`src/rtl/cir_pkg.sv`:
```
package cir_pkg;

    localparam int SAMPLE_BITS    = 16;
    localparam int POS_FRAC_BITS  = 16;
    localparam int SEGMENT_STRIDE = 3;
    localparam int MAX_RESULTS    = 64;
    localparam int STEP_BITS      = 20;
    localparam int LIMIT_BITS     = 32;
    localparam int INDEX_BITS     = 32;
    localparam int POS_BITS       = INDEX_BITS + POS_FRAC_BITS + 1;
    localparam int N_BITS         = $clog2(MAX_RESULTS + 1);
    localparam int TW             = SAMPLE_BITS + 12;
    localparam int V_BITS         = TW - 1;
    localparam int DIV_SHIFT      = TW;
    localparam int DIV_OFS        = 3 * (2 ** (TW - 4));
    localparam int DIV_BIAS       = 2 ** (TW - 4);
    localparam longint DIV_RECIP  = ((longint'(1) << DIV_SHIFT) + 2) / 3;
    localparam int MIN_STEP       = SEGMENT_STRIDE << (POS_FRAC_BITS - 6);
    localparam int SAT_MAX        = (2 ** (SAMPLE_BITS - 1)) - 1;
    localparam int SAT_MIN        = -(2 ** (SAMPLE_BITS - 1));
    localparam int CFG_DATA_BITS  = 32;
    localparam int CFG_ADDR_BITS  = 3;

    localparam logic REG_POSITION_STEP = 1'b0;
    localparam logic REG_OUTPUT_LIMIT  = 1'b1;

    typedef enum logic [3:0] {
        ST_IDLE,
        ST_CHECK,
        ST_LOAD,
        ST_MUL,
        ST_ACC,
        ST_DIV,
        ST_SAT,
        ST_EMIT,
        ST_WRAP
    } cir_state_t;

    typedef struct packed {
        logic       in_ready;
        logic       take;
        logic       check;
        logic       load;
        logic       mul;
        logic       acc;
        logic [1:0] stage;
        logic       div;
        logic       sat;
        logic       emit;
        logic       wrap;
    } cir_cmd_t;

    typedef struct packed {
        logic run;
        logic frac_zero;
        logic cont;
        logic out_free;
    } cir_stat_t;

endpackage

```
`src/rtl/cir_if.sv`:
```
interface cir_in_if;
    logic                                   valid;
    logic                                   ready;
    logic signed [cir_pkg::SAMPLE_BITS-1:0] sample_in;
    logic                                   final_sample;

    modport source (output valid, output sample_in, output final_sample, input ready);
    modport sink (input valid, input sample_in, input final_sample, output ready);
endinterface

interface cir_out_if;
    logic                                   valid;
    logic                                   ready;
    logic signed [cir_pkg::SAMPLE_BITS-1:0] sample_out;
    logic                                   run_end;
    logic                                   stream_done;

    modport source (output valid, output sample_out, output run_end, output stream_done,
                    input ready);
    modport sink (input valid, input sample_out, input run_end, input stream_done,
                  output ready);
endinterface

```
`src/rtl/cir_ctrl.sv`:
```
module cir_ctrl (
    input  logic                clk,
    input  logic                rst_n,
    input  logic                in_valid,
    input  cir_pkg::cir_stat_t  stat,
    output cir_pkg::cir_cmd_t   cmd
);
    import cir_pkg::*;

    cir_state_t state_reg, state_next;
    logic [1:0] stage_reg, stage_next;

    always_ff @(posedge clk or negedge rst_n)
    begin
        if (!rst_n)
        begin
            state_reg <= ST_IDLE;
            stage_reg <= 2'd0;
        end
        else
        begin
            state_reg <= state_next;
            stage_reg <= stage_next;
        end
    end

    always_comb
    begin
        state_next = state_reg;
        stage_next = stage_reg;
        unique case (state_reg)
            ST_IDLE:
            begin
                if (in_valid)
                begin
                    state_next = ST_CHECK;
                end
            end
            ST_CHECK:
            begin
                state_next = stat.run ? ST_LOAD : ST_WRAP;
            end
            ST_LOAD:
            begin
                stage_next = 2'd0;
                state_next = stat.frac_zero ? ST_EMIT : ST_MUL;
            end
            ST_MUL:
            begin
                state_next = ST_ACC;
            end
            ST_ACC:
            begin
                if (stage_reg == 2'd2)
                begin
                    state_next = ST_DIV;
                end
                else
                begin
                    stage_next = stage_reg + 2'd1;
                    state_next = ST_MUL;
                end
            end
            ST_DIV:
            begin
                state_next = ST_SAT;
            end
            ST_SAT:
            begin
                state_next = ST_EMIT;
            end
            ST_EMIT:
            begin
                if (stat.out_free)
                begin
                    state_next = stat.cont ? ST_LOAD : ST_WRAP;
                end
            end
            ST_WRAP:
            begin
                state_next = ST_IDLE;
            end
            default:
            begin
                state_next = ST_IDLE;
            end
        endcase
    end

    always_comb
    begin
        cmd          = '0;
        cmd.stage    = stage_reg;
        cmd.in_ready = (state_reg == ST_IDLE);
        cmd.take     = (state_reg == ST_IDLE) && in_valid;
        cmd.check    = (state_reg == ST_CHECK);
        cmd.load     = (state_reg == ST_LOAD);
        cmd.mul      = (state_reg == ST_MUL);
        cmd.acc      = (state_reg == ST_ACC);
        cmd.div      = (state_reg == ST_DIV);
        cmd.sat      = (state_reg == ST_SAT);
        cmd.emit     = (state_reg == ST_EMIT) && stat.out_free;
        cmd.wrap     = (state_reg == ST_WRAP);
    end

endmodule

```
`src/rtl/cir_dp.sv`:
```
module cir_dp (
    input  logic                                    clk,
    input  logic                                    rst_n,
    input  cir_pkg::cir_cmd_t                       cmd,
    output cir_pkg::cir_stat_t                      stat,
    input  logic signed [cir_pkg::SAMPLE_BITS-1:0]  sample_in,
    input  logic                                    final_sample,
    input  logic [cir_pkg::STEP_BITS-1:0]           position_step,
    input  logic [cir_pkg::LIMIT_BITS-1:0]          output_limit,
    input  logic                                    out_ready,
    output logic                                    out_valid,
    output logic signed [cir_pkg::SAMPLE_BITS-1:0]  sample_out,
    output logic                                    run_end,
    output logic                                    stream_done
);
    import cir_pkg::*;

    localparam logic [V_BITS-1:0] RECIP = V_BITS'(DIV_RECIP);

    logic signed [SAMPLE_BITS-1:0]    seg_reg [4];
    logic [INDEX_BITS-1:0]            index_reg;
    logic [INDEX_BITS-1:0]            base_reg;
    logic [1:0]                       slot_reg;
    logic [POS_BITS-1:0]              accum_reg;
    logic [LIMIT_BITS-1:0]            count_reg;
    logic                             finished_reg;
    logic                             fin_reg;
    logic [N_BITS-1:0]                n_reg;
    logic [1:0]                       rel_reg;
    logic [POS_FRAC_BITS-1:0]         xf_reg;
    logic signed [TW-1:0]             w_reg;
    logic signed [TW+POS_FRAC_BITS:0] prod_reg;
    logic [2*V_BITS-1:0]              divp_reg;
    logic signed [SAMPLE_BITS-1:0]    res_reg;
    logic                             out_valid_reg;
    logic signed [SAMPLE_BITS-1:0]    sample_out_reg;
    logic                             run_end_reg;
    logic                             stream_done_reg;

    logic [STEP_BITS-1:0]             step_eff;
    logic [POS_BITS-1:0]              lastpos;
    logic                             boundary;
    logic                             pos_ok;
    logic                             below_limit;
    logic                             done;
    logic [INDEX_BITS:0]              pint;
    logic [INDEX_BITS:0]              rel_diff;
    logic [1:0]                       rel;
    logic signed [TW-1:0]             s0, s1, s2, s3;
    logic signed [TW-1:0]             d1, d2, d3;
    logic signed [3:0]                xi_s;
    logic signed [TW-1:0]             addend;
    logic signed [TW-1:0]             t_acc;
    logic signed [TW-1:0]             u_val;
    logic signed [TW-1:0]             h_val;
    logic [V_BITS-1:0]                v_val;
    logic signed [TW-1:0]             r_val;
    logic signed [SAMPLE_BITS-1:0]    sat_val;

    always_comb
    begin
        step_eff    = (position_step < STEP_BITS'(MIN_STEP)) ? STEP_BITS'(MIN_STEP)
                                                             : position_step;
        lastpos     = {1'b0, index_reg, {POS_FRAC_BITS{1'b0}}};
        boundary    = (index_reg == '0) || (slot_reg == 2'd3);
        pos_ok      = (accum_reg <= lastpos);
        below_limit = (count_reg < output_limit);
        done        = fin_reg || !below_limit;

        pint     = accum_reg[POS_BITS-1:POS_FRAC_BITS];
        rel_diff = pint - {1'b0, base_reg};
        if (pint < {1'b0, base_reg})
        begin
            rel = 2'd0;
        end
        else if (rel_diff > (INDEX_BITS+1)'(3))
        begin
            rel = 2'd3;
        end
        else
        begin
            rel = rel_diff[1:0];
        end

        s0 = TW'(seg_reg[0]);
        s1 = TW'(seg_reg[1]);
        s2 = TW'(seg_reg[2]);
        s3 = TW'(seg_reg[3]);
        d1 = s1 - s0;
        d2 = s2 - (s1 <<< 1) + s0;
        d3 = s3 - (s2 <<< 1) - s2 + (s1 <<< 1) + s1 - s0;

        xi_s = $signed({2'b00, rel_reg}) - $signed(4'(2 - int'(cmd.stage)));
        case (cmd.stage)
            2'd0:    addend = (d2 <<< 1) + d2;
            2'd1:    addend = (d1 <<< 2) + (d1 <<< 1);
            default: addend = (s0 <<< 2) + (s0 <<< 1);
        endcase
        t_acc = TW'(w_reg * xi_s) + TW'(prod_reg >>> POS_FRAC_BITS) + addend;

        u_val = w_reg + TW'(3);
        h_val = u_val >>> 1;
        v_val = V_BITS'(h_val + DIV_OFS);

        r_val = $signed(TW'(divp_reg[2*V_BITS-1:DIV_SHIFT])) - TW'(DIV_BIAS);
        if (r_val > SAT_MAX)
        begin
            sat_val = SAMPLE_BITS'(SAT_MAX);
        end
        else if (r_val < SAT_MIN)
        begin
            sat_val = SAMPLE_BITS'(SAT_MIN);
        end
        else
        begin
            sat_val = r_val[SAMPLE_BITS-1:0];
        end

        stat.run       = !finished_reg && (fin_reg || boundary) && below_limit && pos_ok;
        stat.frac_zero = (accum_reg[POS_FRAC_BITS-1:0] == '0);
        stat.cont      = (n_reg < N_BITS'(MAX_RESULTS)) && below_limit && pos_ok;
        stat.out_free  = !out_valid_reg || out_ready;
    end

    always_ff @(posedge clk or negedge rst_n)
    begin
        if (!rst_n)
        begin
            for (int i = 0; i < 4; i++)
            begin
                seg_reg[i] <= '0;
            end
            index_reg     <= '0;
            base_reg      <= '0;
            slot_reg      <= 2'd0;
            accum_reg     <= '0;
            count_reg     <= '0;
            finished_reg  <= 1'b0;
            fin_reg       <= 1'b0;
            n_reg         <= '0;
            out_valid_reg <= 1'b0;
        end
        else
        begin
            if (cmd.take)
            begin
                fin_reg <= final_sample;
                if (!finished_reg)
                begin
                    seg_reg[slot_reg] <= sample_in;
                end
            end
            if (cmd.check)
            begin
                n_reg <= '0;
            end
            if (cmd.load)
            begin
                accum_reg <= accum_reg + POS_BITS'(step_eff);
                count_reg <= count_reg + 1'b1;
                n_reg     <= n_reg + 1'b1;
            end
            if (cmd.emit)
            begin
                out_valid_reg <= 1'b1;
            end
            else if (out_ready)
            begin
                out_valid_reg <= 1'b0;
            end
            if (cmd.wrap && !finished_reg)
            begin
                finished_reg <= done;
                if ((index_reg != '0) && boundary)
                begin
                    seg_reg[0] <= seg_reg[3];
                    seg_reg[1] <= '0;
                    seg_reg[2] <= '0;
                    seg_reg[3] <= '0;
                end
                if (index_reg != '1)
                begin
                    index_reg <= index_reg + 1'b1;
                    if (slot_reg == 2'd3)
                    begin
                        slot_reg <= 2'd1;
                        base_reg <= base_reg + INDEX_BITS'(SEGMENT_STRIDE);
                    end
                    else
                    begin
                        slot_reg <= slot_reg + 2'd1;
                    end
                end
            end
        end
    end

    always_ff @(posedge clk)
    begin
        if (cmd.load)
        begin
            rel_reg <= rel;
            xf_reg  <= accum_reg[POS_FRAC_BITS-1:0];
            w_reg   <= d3;
            res_reg <= seg_reg[rel];
        end
        if (cmd.mul)
        begin
            prod_reg <= w_reg * $signed({1'b0, xf_reg});
        end
        if (cmd.acc)
        begin
            w_reg <= t_acc;
        end
        if (cmd.div)
        begin
            divp_reg <= v_val * RECIP;
        end
        if (cmd.sat)
        begin
            res_reg <= sat_val;
        end
        if (cmd.emit)
        begin
            sample_out_reg  <= res_reg;
            run_end_reg     <= !stat.cont;
            stream_done_reg <= !stat.cont && done;
        end
    end

    assign out_valid   = out_valid_reg;
    assign sample_out  = sample_out_reg;
    assign run_end     = run_end_reg;
    assign stream_done = stream_done_reg;

endmodule

```
`src/rtl/cubic_interp_resampler.sv`:
```
// Piecewise cubic Lagrange resampler. Each input item passes through the idle,
// check and wrap bookkeeping states, and each result it causes passes through
// load and emit when the output position falls on a whole input sample, and
// otherwise also through Horner mul/acc steps that reuse the fractional-product
// multiplier, a reciprocal multiply for the final division by six and a
// saturation step. A boundary sample can cause up to 64 results; the output
// register lets the next item be taken while the last result still waits for its consumer.
module cubic_interp_resampler (
    input  logic                                 clk,
    input  logic                                 rst_n,
    input  logic                                 psel,
    input  logic                                 penable,
    input  logic                                 pwrite,
    input  logic [cir_pkg::CFG_ADDR_BITS-1:0]    paddr,
    input  logic [cir_pkg::CFG_DATA_BITS-1:0]    pwdata,
    output logic [cir_pkg::CFG_DATA_BITS-1:0]    prdata,
    output logic                                 pready,
    cir_in_if.sink                               in_ch,
    cir_out_if.source                            out_ch
);
    import cir_pkg::*;

    logic [STEP_BITS-1:0]  step_reg;
    logic [LIMIT_BITS-1:0] limit_reg;
    cir_cmd_t              cmd;
    cir_stat_t             stat;

    always_ff @(posedge clk or negedge rst_n)
    begin
        if (!rst_n)
        begin
            step_reg  <= STEP_BITS'(1 << POS_FRAC_BITS);
            limit_reg <= '1;
        end
        else if (psel && penable && pwrite)
        begin
            unique case (paddr[2])
                REG_POSITION_STEP: step_reg  <= pwdata[STEP_BITS-1:0];
                REG_OUTPUT_LIMIT:  limit_reg <= pwdata[LIMIT_BITS-1:0];
                default:           limit_reg <= limit_reg;
            endcase
        end
    end

    always_comb
    begin
        unique case (paddr[2])
            REG_POSITION_STEP: prdata = CFG_DATA_BITS'(step_reg);
            REG_OUTPUT_LIMIT:  prdata = CFG_DATA_BITS'(limit_reg);
            default:           prdata = '0;
        endcase
    end

    assign pready      = 1'b1;
    assign in_ch.ready = cmd.in_ready;

    cir_ctrl u_ctrl (
        .clk      (clk),
        .rst_n    (rst_n),
        .in_valid (in_ch.valid),
        .stat     (stat),
        .cmd      (cmd)
    );

    cir_dp u_dp (
        .clk           (clk),
        .rst_n         (rst_n),
        .cmd           (cmd),
        .stat          (stat),
        .sample_in     (in_ch.sample_in),
        .final_sample  (in_ch.final_sample),
        .position_step (step_reg),
        .output_limit  (limit_reg),
        .out_ready     (out_ch.ready),
        .out_valid     (out_ch.valid),
        .sample_out    (out_ch.sample_out),
        .run_end       (out_ch.run_end),
        .stream_done   (out_ch.stream_done)
    );

endmodule
```
`src/flat_wrapper.sv`:
```
// flat-port wrapper written by rule: the top's interface ports become plain ports
module cubic_interp_resampler_flat import cir_pkg::*;
  (clk, rst_n, psel, penable, pwrite, paddr, pwdata, prdata, pready, in_ch_valid, in_ch_sample_in, in_ch_final_sample, in_ch_ready, out_ch_valid, out_ch_sample_out, out_ch_run_end, out_ch_stream_done, out_ch_ready);
  cir_in_if in_ch_i ();
  cir_out_if out_ch_i ();
  input  logic clk;
  input  logic rst_n;
  input  logic psel;
  input  logic penable;
  input  logic pwrite;
  input  logic [cir_pkg::CFG_ADDR_BITS-1:0] paddr;
  input  logic [cir_pkg::CFG_DATA_BITS-1:0] pwdata;
  output logic [cir_pkg::CFG_DATA_BITS-1:0] prdata;
  output logic pready;
  input wire logic [$bits(in_ch_i.valid)-1:0] in_ch_valid;
  input wire logic [$bits(in_ch_i.sample_in)-1:0] in_ch_sample_in;
  input wire logic [$bits(in_ch_i.final_sample)-1:0] in_ch_final_sample;
  output wire logic [$bits(in_ch_i.ready)-1:0] in_ch_ready;
  output wire logic [$bits(out_ch_i.valid)-1:0] out_ch_valid;
  output wire logic [$bits(out_ch_i.sample_out)-1:0] out_ch_sample_out;
  output wire logic [$bits(out_ch_i.run_end)-1:0] out_ch_run_end;
  output wire logic [$bits(out_ch_i.stream_done)-1:0] out_ch_stream_done;
  input wire logic [$bits(out_ch_i.ready)-1:0] out_ch_ready;
  assign in_ch_i.valid = in_ch_valid;
  assign in_ch_i.sample_in = in_ch_sample_in;
  assign in_ch_i.final_sample = in_ch_final_sample;
  assign in_ch_ready = in_ch_i.ready;
  assign out_ch_valid = out_ch_i.valid;
  assign out_ch_sample_out = out_ch_i.sample_out;
  assign out_ch_run_end = out_ch_i.run_end;
  assign out_ch_stream_done = out_ch_i.stream_done;
  assign out_ch_i.ready = out_ch_ready;
  cubic_interp_resampler u_core (.clk(clk), .rst_n(rst_n), .psel(psel), .penable(penable), .pwrite(pwrite), .paddr(paddr), .pwdata(pwdata), .prdata(prdata), .pready(pready), .in_ch(in_ch_i), .out_ch(out_ch_i));
endmodule
```
`config.mk`:
```
export PLATFORM = sky130hd
export DESIGN_NAME = cubic_interp_resampler_flat
export DESIGN_NICKNAME = d
export VERILOG_FILES = /design/src/rtl/cir_pkg.sv /design/src/rtl/cir_if.sv /design/src/rtl/cir_ctrl.sv /design/src/rtl/cir_dp.sv /design/src/rtl/cubic_interp_resampler.sv /design/src/flat_wrapper.sv
export SDC_FILE = /design/constraint.sdc
export NUM_CORES = 2
export LEC_CHECK = 0
export BUFFER_PORTS_ARGS = -buffer_cell sky130_fd_sc_hd__buf_2
export CAP_MARGIN = 20
export CORE_MARGIN = 4
export CORE_UTILIZATION = 55
export DETAILED_ROUTE_END_ITERATION = 8
export HOLD_SLACK_MARGIN = 0.02
export PLACE_DENSITY = 0.71
export SLEW_MARGIN = 20
export SYNTH_ARGS = -nofsm -noshare
export SYNTH_HDL_FRONTEND = slang
export SYNTH_SLANG_ARGS = --single-unit
```
`constraint.sdc`:
```
create_clock -name clk -period 22.7 [get_ports clk]
set_clock_uncertainty 0.05 [all_clocks]
set_input_delay 3.405 -clock clk [delete_from_list [all_inputs] [get_ports clk]]
set_output_delay 3.405 -clock clk [all_outputs]
set_load 0.01 [all_outputs]
```
==> flow_summary.yaml <==
synthesis:
  syn_nets: 7779
  synth.distinct_cells: 86
  synth.area.top_cells: "fa_1 29%, ha_1 14%, dfrtp_1 10%"
  ys_ff_latch: 413
  synth_edf_count: 134
  synthFlopType: "dfrtp_1"
  yosysTopAreaCell: "fa_1"
  yosysWarnings: 0
  synth_area_mm2: 0.0591
  synthCells: 6177
  syn_avg_cell_area_um2: 9.56
  synth_xor_xnor_area_share_pct: 4.89
  synth_fa_ha_area_share_pct: 43.7
  async_flop_share_pct: 67.6
  yosysSeqAreaShare_pct: 18.7
  synth_top_family_by_area: "adder cells"
  synth_top_area_share_pct: 29.4
  synthSimpleGateAreaFrac_pct: 13.5
  synth_compound_area_share_pct: 8.57
  muxShareOfSynthArea_pct: 1.98
critical_path:
  rrSetupSlack_ns: 11.04
  cp_max_fo: 18
  max_stage_delay_ns: 0.83
  cp_common_cell: "fa_1"
  crit_required_ns: 23.03
  r2r_cells: 31
  end_kind: "flip-flop"
  crit_type: "reg2reg"
  start_kind: "flip-flop"
  slowest_stage: "edfxtp_1"
  cp.arrival_ns: 11.99
  worstReg2RegEnd: "u_core.u_dp.divp_reg[53]"
  rr_startpoint: "u_core.u_dp.w_reg[1]"
timing:
  drv_slew: 0
  post-route-period-util_pct: 51.4
  setup_violations: 0
  rsz0062_at_grt: "no"
  tns_ns: 0
  fin_crit_ns: 11.66
  tightest_slew_ns: 1.16
  max-slew-margin-rel_pct: 22.5
  fmax_ghz: 0.0857
  finalHoldViolCount: 0
cts:
  path_clk_slew_ns: 0.06
  cts_tree: "yes"
  clk_latency_ns: 0.67
  holdBufCountCts: 0
  cts_root_buffer: "clkbuf_16"
  cts_max_path_buffers: 3
  cts_resized: 0
  cts_setup_buffers: 0
  cts_max_level: 2
  cts_sinks: 413
  numCtsBuffers: 49
layout:
  post-route-util_pct: 59.5
  layout.nets: 7830
  largest_register_ffs: 49
  final_area_mm2: 0.0631
  area_growth_pct: 6.75
  drive_gt1_share_pct: 6.97
  final_cells: 7662
  final_cell_mix: "1153 x inv_1, 868 x fa_1, 675 x ha_1, 614 x nand2_1, 269 x a21oi_1"
  multi_input_area_mm2: 0.0430
  regArea_mm2: 0.0110
  layout_commonest_cell: "inv_1"
  nFillCells: 9043
die:
  coreArea_mm2: 0.106
  ios: 112
  rows: 119
  die_y_um: 336
  initial_core_util_pct: 55.7
  die_area_mm2: 0.113
  fp.dieW_um: 336
grt:
  grt_antenna_before_repair: 6
  grt_overflow: 0
  grt_pass1_wl_mm: 247
  grt_max_degree: 99
  track_usage_pct: 27.6
  grt_pass1_vias: 45900
placed_design:
  place_inst: 7568
  port_buffers: 108
  routabilityCongestion: 0.945
  place_hpwl_mm: 120
  place_area_mm2: 0.0613
drt:
  wire_per_inst_um: 19.8
  via_per_inst: 5.69
  vias: 43600
  wirelength_mm: 151
  ant_nets: 0
  drt_pre_antenna_iters: 7
  drt_iter0_drc: 3008
  route.detailed.drc: 0
min_path:
  min_path_cells: 0
  hold_end: "u_core.u_dp.sample_out[10]"
  min_from: "u_core.u_dp.res_reg[10]"
  hp-class: "reg2reg"
job:
  maxCapViolCount: 0
run_status:
  status: "complete, no violations"
## logic make-up (layout without fill, tap and decap cells)
group	count (synthesis)	after routing
AOI/OAI and AO/OA	802	802
xor gates and xnor gates	330	330
adders and majority gates	1543	1543
buffers and inverters	1347	1439
DFF	413	413
muxes	108	108
other	1	3
and+or+nand+nor	1633	1633
## per-stage QoR
step	setup slack (ns)	hold WS, ns
floorplan	14.05	0.350
detailed placement	11.40	0.355
global route	10.53	0.361
finish	11.04	0.366
global placement	11.49	0.354
CTS	11.28	0.349
## Yosys cell counts (all sizes together), types with 16 or more instances
cell / number
a211oi: 16
o21ai: 185
inv: 1154
ha: 675
and2: 216
nor4: 36
fa: 868
o21a: 40
dfrtp: 246
nand4: 66
clkbuf: 174
a21boi: 20
nor2: 239
edfxtp: 134
dfstp: 33
nand2: 615
a21o: 72
a21oi: 270
nor3: 69
xor2: 87
o21bai: 20
and3: 53
or2: 25
nand2b: 98
xnor2: 243
mux2i: 35
mux2: 73
a31oi: 24
o31ai: 22
buf: 19
nor2b: 57
nand3: 103
or3: 17
## how the worst max path moves through the flow
stage / from / end / cells past startpoint
floorplan: u_core.u_dp.w_reg[0] / u_core.u_dp.divp_reg[53] / 32
global route: u_core.u_dp.w_reg[1] / u_core.u_dp.divp_reg[53] / 31
CTS: u_core.u_dp.w_reg[1] / u_core.u_dp.divp_reg[53] / 31
global placement: u_core.u_dp.w_reg[1] / u_core.u_dp.divp_reg[53] / 31
finish: u_core.u_dp.w_reg[1] / u_core.u_dp.divp_reg[53] / 31
detailed placement: u_core.u_dp.w_reg[1] / u_core.u_dp.divp_reg[53] / 31
## layout make-up
type                       instances  area share, %
inverter                        1154           6.87
clock buffer                      71           2.36
antenna                            2        0.00794
multi-input combinational       4417           68.2
clock inverter                    21          0.444
tap                             1391           2.76
timing repair buffer             193           1.89
sequential                       413           17.5
## worst max-delay path, delay by kind of cell, from the launching register on
family / cells / cell delay [ns]
simple gates: 6 / 1.65
buf+inv: 5 / 0.54
compound gates: 9 / 3.16
flops: 1 / 0.83
fa+ha+maj: 9 / 4.26
xor+xnor: 2 / 0.85
## routing by layer
metal / up-vias / global-route usage [%] / wire, µm
met3: 294 / 5.09 / 10900
met4: 8 / 7.90 / 4700
met1: 21900 / 37.5 / 64000
met2: 1415 / 45.7 / 71800
li1: 20000 / - / -
met5: - / 0 / 56
Power is not shown: default switching activity piles up to over one toggle a cycle in this logic, so the estimate is an artifact.
